===== src/hdl/bsfr_pkg.sv =====
// ----------------------------------------------------------------------------
// bsfr_pkg
// Shared constants and types of the byte-stuffed frame receiver.
// ----------------------------------------------------------------------------
package bsfr_pkg;

  localparam logic [7:0]  MarkEsc  = 8'hA5;
  localparam logic [7:0]  MarkHead = 8'hAA;
  localparam logic [7:0]  MarkTail = 8'h55;

  localparam logic [15:0] BufSizeRst = 16'd256;

  // One result word.
  typedef struct packed {
    logic        store_valid;
    logic [15:0] store_index;
    logic [7:0]  store_data;
    logic        frame_good;
    logic [15:0] frame_length;
    logic        frame_error;
    logic [15:0] errors_seen;
    logic        in_frame;
  } res_t;

  // Stage handshake between the input and the result register.
  typedef struct packed {
    logic       valid;
    logic [7:0] data;
  } in_word_t;

endpackage


===== src/hdl/bsfr_in_reg.sv =====
// ----------------------------------------------------------------------------
// bsfr_in_reg
// Input register: captures one received byte and holds it until decoded.
// ----------------------------------------------------------------------------
module bsfr_in_reg (
  input  logic               clk_i,
  input  logic               rst_ni,
  input  logic               in_valid_i,
  output logic               in_stall_o,
  input  logic [7:0]         rx_byte_i,
  input  logic               adv_i,
  output bsfr_pkg::in_word_t word_o
);
  import bsfr_pkg::*;

  logic       valid_q, valid_d;
  logic [7:0] data_q;
  logic       accept;

  // Stall only while a held word cannot move on this cycle.
  assign in_stall_o = valid_q && !adv_i;
  assign accept     = in_valid_i && !in_stall_o;

  always_comb begin
    valid_d = valid_q;
    if (accept) begin
      valid_d = 1'b1;
    end else if (adv_i) begin
      valid_d = 1'b0;
    end
  end

  always_ff @(posedge clk_i or negedge rst_ni) begin
    if (!rst_ni) begin
      valid_q <= 1'b0;
    end else begin
      valid_q <= valid_d;
    end
  end

  always_ff @(posedge clk_i) begin
    if (accept) begin
      data_q <= rx_byte_i;
    end
  end

  assign word_o.valid = valid_q;
  assign word_o.data  = data_q;

endmodule


===== src/hdl/bsfr_core.sv =====
// ----------------------------------------------------------------------------
// bsfr_core
// Frame state and per-byte decode: header, escape, tail, checksum, overflow.
// ----------------------------------------------------------------------------
module bsfr_core (
  input  logic           clk_i,
  input  logic           rst_ni,
  input  logic           adv_i,
  input  logic [7:0]     rx_byte_i,
  input  logic [15:0]    buffer_size_i,
  output bsfr_pkg::res_t res_o
);
  import bsfr_pkg::*;

  logic [7:0]  prev_q, prev_d;
  logic [15:0] pos_q, pos_d;
  logic        recv_q, recv_d;
  logic        esc_q, esc_d;
  logic [7:0]  sum_q, sum_d;
  logic [7:0]  newest_q, newest_d;
  logic [7:0]  older_q, older_d;
  logic [15:0] err_cnt_q, err_cnt_d;

  logic [7:0]  tail_sum;
  logic        store;
  logic [7:0]  seen;
  logic        is_head, is_tail, is_esc;

  assign is_head  = (rx_byte_i == MarkHead);
  assign is_tail  = (rx_byte_i == MarkTail);
  assign is_esc   = (rx_byte_i == MarkEsc);
  assign tail_sum = sum_q - (MarkTail + older_q);

  always_comb begin
    prev_d    = prev_q;
    pos_d     = pos_q;
    recv_d    = recv_q;
    esc_d     = esc_q;
    sum_d     = sum_q;
    newest_d  = newest_q;
    older_d   = older_q;
    err_cnt_d = err_cnt_q;
    store     = 1'b0;
    seen      = rx_byte_i;
    res_o     = '0;

    if (is_head && (prev_q == MarkHead)) begin
      // restart on header, keep previous byte
      pos_d  = '0;
      sum_d  = '0;
      esc_d  = 1'b0;
      recv_d = 1'b1;
    end else if (pos_q >= buffer_size_i) begin
      pos_d             = '0;
      sum_d             = '0;
      esc_d             = 1'b0;
      recv_d            = 1'b1;
      err_cnt_d         = err_cnt_q + 16'd1;
      res_o.frame_error = 1'b1;
    end else if (is_tail && (prev_q == MarkTail) && recv_q) begin
      recv_d = 1'b0;
      if (pos_q < 16'd2) begin
        pos_d             = '0;
        sum_d             = '0;
        esc_d             = 1'b0;
        err_cnt_d         = err_cnt_q + 16'd1;
        res_o.frame_error = 1'b1;
      end else if (tail_sum == older_q) begin
        pos_d              = pos_q - 16'd2;
        sum_d              = tail_sum;
        res_o.frame_good   = 1'b1;
        res_o.frame_length = pos_q - 16'd2;
      end else begin
        pos_d             = '0;
        sum_d             = '0;
        esc_d             = 1'b0;
        err_cnt_d         = err_cnt_q + 16'd1;
        res_o.frame_error = 1'b1;
      end
    end else begin
      if (recv_q) begin
        if (esc_q) begin
          if (is_head || is_tail || is_esc) begin
            store = 1'b1;
            esc_d = 1'b0;
            seen  = MarkEsc;
          end else begin
            // bad escape: drop the frame, no error
            pos_d  = '0;
            sum_d  = '0;
            esc_d  = 1'b0;
            recv_d = 1'b0;
          end
        end else if (is_esc) begin
          esc_d = 1'b1;
        end else begin
          store = 1'b1;
        end
      end
      if (store) begin
        res_o.store_valid = 1'b1;
        res_o.store_index = pos_q;
        res_o.store_data  = rx_byte_i;
        pos_d             = pos_q + 16'd1;
        sum_d             = sum_q + rx_byte_i;
        older_d           = newest_q;
        newest_d          = rx_byte_i;
      end
      prev_d = seen;
    end

    res_o.errors_seen = err_cnt_d;
    res_o.in_frame    = recv_d;
  end

  always_ff @(posedge clk_i or negedge rst_ni) begin
    if (!rst_ni) begin
      prev_q    <= '0;
      pos_q     <= '0;
      recv_q    <= 1'b0;
      esc_q     <= 1'b0;
      sum_q     <= '0;
      newest_q  <= '0;
      older_q   <= '0;
      err_cnt_q <= '0;
    end else if (adv_i) begin
      prev_q    <= prev_d;
      pos_q     <= pos_d;
      recv_q    <= recv_d;
      esc_q     <= esc_d;
      sum_q     <= sum_d;
      newest_q  <= newest_d;
      older_q   <= older_d;
      err_cnt_q <= err_cnt_d;
    end
  end

endmodule


===== src/hdl/bsfr_out_reg.sv =====
// ----------------------------------------------------------------------------
// bsfr_out_reg
// Result register: holds one result word until the receiver takes it.
// ----------------------------------------------------------------------------
module bsfr_out_reg (
  input  logic           clk_i,
  input  logic           rst_ni,
  input  logic           load_i,
  input  bsfr_pkg::res_t res_i,
  output logic           ready_o,
  output logic           out_valid_o,
  input  logic           out_stall_i,
  output bsfr_pkg::res_t res_o
);
  import bsfr_pkg::*;

  logic valid_q, valid_d;
  res_t res_q;

  // Free when empty or when the held word leaves this cycle.
  assign ready_o = !valid_q || !out_stall_i;

  always_comb begin
    valid_d = valid_q;
    if (load_i) begin
      valid_d = 1'b1;
    end else if (!out_stall_i) begin
      valid_d = 1'b0;
    end
  end

  always_ff @(posedge clk_i or negedge rst_ni) begin
    if (!rst_ni) begin
      valid_q <= 1'b0;
    end else begin
      valid_q <= valid_d;
    end
  end

  always_ff @(posedge clk_i) begin
    if (load_i) begin
      res_q <= res_i;
    end
  end

  assign out_valid_o = valid_q;
  assign res_o       = res_q;

endmodule


===== src/hdl/byte_stuffed_frame_receiver.sv =====
// ----------------------------------------------------------------------------
// byte_stuffed_frame_receiver
// Deframes a byte-stuffed line stream with an 8-bit sum checksum.
// ----------------------------------------------------------------------------
// Usage:
//   Input channel: one raw line byte per word on rx_byte_i, handshake
//   in_valid_i / in_stall_o. Output channel: one result word per input
//   word (store strobe, index and data, frame good with length, frame
//   error, error count, in-frame flag), handshake out_valid_o / out_stall_i.
//   A word is taken at a clock edge with valid high and stall low.
//   Path: a byte is held in the input register, decoded, and its result is
//   loaded into the result register, i.e. one register stage in, one out.
//   Throughput: one byte per clock while out_stall_i is low, set by the single decode stage between
//   the input register and the result register, which also updates the
//   frame state in the same cycle.
//   Reset (rst_ni low, asynchronous) clears the frame state, the error count
//   and both registers, and loads buffer_size with 256.
//   When the receiver stalls, the result register holds its word; the input
//   register holds the next byte, and in_stall_o rises until space frees.
//   User writes buffer_size via buffer_size_we_i only while idle, unenforced.
// ----------------------------------------------------------------------------
module byte_stuffed_frame_receiver (
  input  logic        clk_i,
  input  logic        rst_ni,
  input  logic        buffer_size_we_i,
  input  logic [15:0] buffer_size_i,
  input  logic        in_valid_i,
  output logic        in_stall_o,
  input  logic [7:0]  rx_byte_i,
  output logic        out_valid_o,
  input  logic        out_stall_i,
  output logic        store_valid_o,
  output logic [15:0] store_index_o,
  output logic [7:0]  store_data_o,
  output logic        frame_good_o,
  output logic [15:0] frame_length_o,
  output logic        frame_error_o,
  output logic [15:0] errors_seen_o,
  output logic        in_frame_o
);
  import bsfr_pkg::*;

  logic [15:0] buffer_size_q;
  in_word_t    in_word;
  logic        out_ready;
  logic        adv;
  res_t        res_next;
  res_t        res_held;

  // Overflow limit register.
  always_ff @(posedge clk_i or negedge rst_ni) begin
    if (!rst_ni) begin
      buffer_size_q <= BufSizeRst;
    end else if (buffer_size_we_i) begin
      buffer_size_q <= buffer_size_i;
    end
  end

  // Advance the held byte into the result register when there is room.
  assign adv = in_word.valid && out_ready;

  bsfr_in_reg u_in_reg (
    .clk_i      (clk_i),
    .rst_ni     (rst_ni),
    .in_valid_i (in_valid_i),
    .in_stall_o (in_stall_o),
    .rx_byte_i  (rx_byte_i),
    .adv_i      (adv),
    .word_o     (in_word)
  );

  bsfr_core u_core (
    .clk_i         (clk_i),
    .rst_ni        (rst_ni),
    .adv_i         (adv),
    .rx_byte_i     (in_word.data),
    .buffer_size_i (buffer_size_q),
    .res_o         (res_next)
  );

  bsfr_out_reg u_out_reg (
    .clk_i       (clk_i),
    .rst_ni      (rst_ni),
    .load_i      (adv),
    .res_i       (res_next),
    .ready_o     (out_ready),
    .out_valid_o (out_valid_o),
    .out_stall_i (out_stall_i),
    .res_o       (res_held)
  );

  assign store_valid_o  = res_held.store_valid;
  assign store_index_o  = res_held.store_index;
  assign store_data_o   = res_held.store_data;
  assign frame_good_o   = res_held.frame_good;
  assign frame_length_o = res_held.frame_length;
  assign frame_error_o  = res_held.frame_error;
  assign errors_seen_o  = res_held.errors_seen;
  assign in_frame_o     = res_held.in_frame;

endmodule

===== config.mk =====
export PLATFORM = sky130hd
export DESIGN_NAME = byte_stuffed_frame_receiver
export DESIGN_NICKNAME = d
export VERILOG_FILES = /design/src/hdl/bsfr_pkg.sv /design/src/hdl/bsfr_in_reg.sv /design/src/hdl/bsfr_core.sv /design/src/hdl/bsfr_out_reg.sv /design/src/hdl/byte_stuffed_frame_receiver.sv
export SDC_FILE = /design/constraint.sdc
export NUM_CORES = 1
export LEC_CHECK = 0
export BUFFER_PORTS_ARGS = -buffer_cell sky130_fd_sc_hd__buf_2
export CAP_MARGIN = 15
export CELL_PAD_IN_SITES_DETAIL_PLACEMENT = 1
export CELL_PAD_IN_SITES_GLOBAL_PLACEMENT = 2
export CORE_MARGIN = 2
export CORE_UTILIZATION = 35
export DETAILED_ROUTE_END_ITERATION = 7
export GPL_TIMING_DRIVEN = 0
export PLACE_DENSITY_LB_ADDON = 0.08
export SLEW_MARGIN = 30
export SYNTH_ARGS = -nofsm -noshare
export SYNTH_HDL_FRONTEND = slang
export SYNTH_SLANG_ARGS = --single-unit

===== constraint.sdc =====
create_clock -name clk_i -period 3 [get_ports clk_i]
set_input_delay 0.6 -clock clk_i [delete_from_list [all_inputs] [get_ports clk_i]]
set_output_delay 0.6 -clock clk_i [all_outputs]
set_load 0.1 [all_outputs]

==> results_tabular.tex <==
\begin{tabular}{lr}
\hline
Metric & Value \\
\hline
\multicolumn{2}{l}{\textbf{Outcome}} \\
\quad Outcome & finished, violations left \\
\quad Failing checks & setup timing \\
\multicolumn{2}{l}{\textbf{Detailed routing}} \\
\quad Number of DRC violations after detailed-routing iteration 0 & 264 \\
\quad Via count normalized by instance count & 5.16 \\
\quad Post-detailed-route DRC marker count & 0 \\
\quad Pre-antenna DRT Iters & 5 \\
\quad Vias after detailed routing & 6573 \\
\quad Routed Antenna Nets & 0 \\
\quad Routed Wire Length & 25500 um \\
\quad Per-cell routed wire length & 20.0 um \\
\multicolumn{2}{l}{\textbf{Yosys}} \\
\quad Synth async-reset ratio & 55.3\% \\
\quad Share of Yosys cell area claimed by the top area cell type & 25.1\% \\
\quad Post-synth top flop & sky130\_fd\_sc\_hd\_\_dfrtp\_1 \\
\quad Cell type with the largest total area after synthesis & sky130\_fd\_sc\_hd\_\_dfrtp\_1 \\
\quad EDFF count, synth & 68 \\
\quad Fraction of the yosys area taken by sequential cells & 50.2\% \\
\quad Leading cell types by total area after synthesis & sky130\_fd\_sc\_hd\_\_dfrtp\_1 25\%, sky130\_fd\_sc\_hd\_\_edfxtp\_1 25\%, sky130\_fd\_sc\_hd\_\_ha\_1 6.1\%, sky130\_fd\_sc\_hd\_\_nand2\_1 3.9\%, sky130\_fd\_sc\_hd\_\_xor2\_1 3.8\% \\
\quad YS warnings & 0 \\
\quad Flop and latch count out of synthesis & 152 \\
\quad Unique masters post-synth & 76 \\
\quad Number of nets produced by synthesis & 863 \\
\quad Post-Synthesis Cell Area & 8260 um\^{}2 \\
\quad Mapped Cells & 792 \\
\quad Mean cell area of the mapped netlist & 10.4 um\^{}2 \\
\multicolumn{2}{l}{\textbf{STA}} \\
\quad Least setup slack across all paths after layout & -0.497 ns \\
\quad Fin. Hold Viols & 0 \\
\quad Final worst-path cycle share & 117\% \\
\quad Maximum frequency from static timing analysis & 286 MHz \\
\quad Slew of the pin with the lowest slew margin & 0.778 ns \\
\quad Unrepaired setup endpoints after global routing & yes \\
\quad Minimum period implied by the final worst setup slack & 3.50 ns \\
\quad Worst rel slew slack & 48.1\% \\
\quad Number of slew-limit violations in the final report & 0 \\
\quad Largest clock skew in the final design & 0.0203 ns \\
\quad Final Setup Violations & 75 \\
\multicolumn{2}{l}{\textbf{Floorplan}} \\
\quad Die span in x & 158 um \\
\quad Number of placement rows & 56 \\
\quad Die Height & 158 um \\
\quad Number of I/O pins & 91 \\
\quad Area of the core region & 23300 um\^{}2 \\
\quad Die footprint & 24900 um\^{}2 \\
\quad Initial Util & 35.4\% \\
\multicolumn{2}{l}{\textbf{Setup path}} \\
\quad CP Cell Sequence & ha\_4 > ha\_4 > inv\_2 > fa\_2 > xor2\_2 > nand3\_2 > a211oi\_2 > o2111a\_2 > nand3\_4 > a211oi\_4 > buf\_6 > buf\_12 > nor3\_4 > xor2\_2 \\
\quad Type of the worst setup path & reg2reg \\
\quad Required time worst endpoint & 3.18 ns \\
\quad Crit. End Element & flop \\
\quad Largest stage delay on the critical path & 0.55 ns \\
\quad Maximum net fanout on the critical path & 5 \\
\quad Worst path slowest cell & sky130\_fd\_sc\_hd\_\_fa\_2 \\
\quad CP Launch Type & flop \\
\quad Cell depth of the worst flop-to-flop path & 14 \\
\quad Arrival time of data at the critical path endpoint & 3.68 ns \\
\multicolumn{2}{l}{\textbf{Final layout}} \\
\quad Commonest cells after routing, fill and taps aside & 93 x sky130\_fd\_sc\_hd\_\_buf\_2, 82 x sky130\_fd\_sc\_hd\_\_nand2\_1, 80 x sky130\_fd\_sc\_hd\_\_dfrtp\_1 \\
\quad Fill cell count & 2566 \\
\quad Layout overhead on the synthesized area & 30.0\% \\
\quad Fin nets & 1013 \\
\quad Cell area after layout & 10700 um\^{}2 \\
\quad Count of antenna diodes in the layout & 0 \\
\quad Most frequent standard cell in the layout excluding fill and tap cells & sky130\_fd\_sc\_hd\_\_buf\_2 \\
\quad Fraction of final layout cells sized beyond drive strength 1 & 33.6\% \\
\multicolumn{2}{l}{\textbf{Power and ir drop}} \\
\quad Leakage Power & 4.70 nW \\
\quad Peak VDD IR & 0.737 mV \\
\quad Total power per unit cell area & 971 nW/um\^{}2 \\
\multicolumn{2}{l}{\textbf{Placed design}} \\
\quad Estimated wirelength of the detail-placed design & 17600 um \\
\quad Worst slack at placement & -0.890 ns \\
\quad Final Wtd Congestion & 0.856 \\
\quad Count of port buffers added during placement & 90 \\
\quad Placed inst area & 9260 um\^{}2 \\
\multicolumn{2}{l}{\textbf{CTS}} \\
\quad Number of buffers on the longest clock path & 2 \\
\quad Number of CTS-inserted buffers & 17 \\
\quad CTS HTree Levels & 4 \\
\quad Clock tree from TritonCTS & yes \\
\quad Sink count of the clock tree & 152 \\
\quad Clock slew seen by the registers of the worst setup and hold paths & 0.07 ns \\
\quad Clock Root Buffer & sky130\_fd\_sc\_hd\_\_clkbuf\_16 \\
\quad Clock latency on the worst-skew pair & 0.44 ns \\
\multicolumn{2}{l}{\textbf{Global routing}} \\
\quad Wire length of the first global-routing pass & 40000 um \\
\quad Combined global-route utilization of all metal layers & 21.2\% \\
\quad Antenna violations before repair & 0 \\
\quad Remaining global-route overflow & 0 \\
\quad Via count of the first global-routing pass & 7152 \\
\quad Pin count of the biggest net entering global routing & 49 \\
\multicolumn{2}{l}{\textbf{Run}} \\
\quad Max-Cap Viols & 0 \\
\multicolumn{2}{l}{\textbf{Worst hold path}} \\
\quad Type of the tightest min-delay check & in2async \\
\hline
\end{tabular}
-- path summary, 6_finish.rpt --
path | slack [ns] | from | endpoint
min reg2reg | 0.49 | u_core.err_cnt_q[15] | u_core.err_cnt_q[15]
max | -0.50 | u_core.sum_q[1] | u_out_reg.res_o[14]
min in group clk_i | 0.34 | rx_byte_i[2] | u_in_reg.data_q[2]
max reg2reg | -0.50 | u_core.sum_q[1] | u_out_reg.res_o[14]
min | 0.08 | rst_ni | buffer_size_q[15]
max in group asynchronous | 2.31 | rst_ni | u_out_reg.out_valid_o
-- flip-flops by register name, summed over array words and instances (netlist names), 16 cells and up --
register / flops
u_out_reg.res_o: 60
buffer_size_q: 16
u_core.err_cnt_q: 16
u_core.pos_q: 16
-- stage by stage --
stage | utilization, % | hold slack, ns | power [mW] | TNS [ns] | std cells
CTS | 44.5 | 0.0832 | 10.1 | -28.97 | 1265
floorplan | - | 0.304 | 6.28 | -2.35 | 792
global route | 46.1 | 0.0924 | 11.1 | -37.12 | 1274
finish | 46.1 | 0.0795 | 10.4 | -27.22 | 1274
detailed placement | 39.7 | 0.479 | 7.44 | -63.56 | 1204
global placement | 39.3 | 0.465 | 7.28 | -64.41 | 1201
-- synthesized netlist by cell type, drive strengths merged, types with 3 or more instances --
cell and count:
a211oi 10, a21o 6, a21oi 23, a22oi 9, a2bb2oi 3, a31oi 3
and2 3, and3 21, buf 15, clkbuf 26, dfrtp 83, edfxtp 68
ha 40, inv 52, mux2 15, nand2 86, nand2b 4, nand3 19
nand4 5, nor2 70, nor3 30, nor3b 6, nor4 17, nor4bb 6
o211ai 3, o21ai 48, o22ai 3, o31ai 7, or2 6, or3 6
or4 3, xnor2 28, xor2 36
-- timing repair --
| action | 4_1_cts | 5_1_grt |
|---|---|---|
| setup buffers | 31 | 10 |
| gates cloned | 1 | 1 |
| hold buffers | 0 | 0 |
| resized for setup | 84 | 67 |
| endpoints found under the setup margin | 124 | 87 |
| pin swaps | 20 | 29 |
-- power breakdown --
part | switching (mW) | internal (mW)
Combinational | 3.33 | 2.05
Sequential | 0.329 | 2.58
Clock | 0.984 | 1.17
-- routing by layer --
metal  part of all wire (%)  GRT usage [%]  vias to the layer above
met4                    1.9           6.49                        0
met5                      0              0                        -
li1                       -              -                     3102
met1                     45           27.5                     3337
met2                     51           36.9                      106
met3                    2.6           2.96                       28
-- kinds of logic after synthesis --
family                   count (synthesis)  share of synthesized area [%]
buffers and inverters                   93                           4.74
adder cells (fa/ha/maj)                 42                           6.54
multiplexers                            15                           2.09
XOR/XNOR                                64                           6.78
AO/OA/AOI/OAI                          133                           10.4
AND/OR/NAND/NOR                        293                           19.3
flip-flops                             152                           50.2
-- critical path: cells and delay by family (launching register included) --
kind / cells / cell delay [ns]
compound gates: 3 / 0.81
xor+xnor: 2 / 0.36
fa+ha+maj: 3 / 0.99
buf+inv: 3 / 0.36
flops: 1 / 0.43
simple gates: 3 / 0.28
-- area by class of cell --
type	instances	area [um^2]	area share (%)
timing repair buffer	136	953	8.87
tap	319	399	3.71
multi-input combinational	547	4240	39.4
buffer	36	233	2.17
sequential	152	4150	38.6
clock inverter	14	138	1.28
inverter	52	206	1.92
clock buffer	18	429	3.99
(Power assumes the default switching activity.)
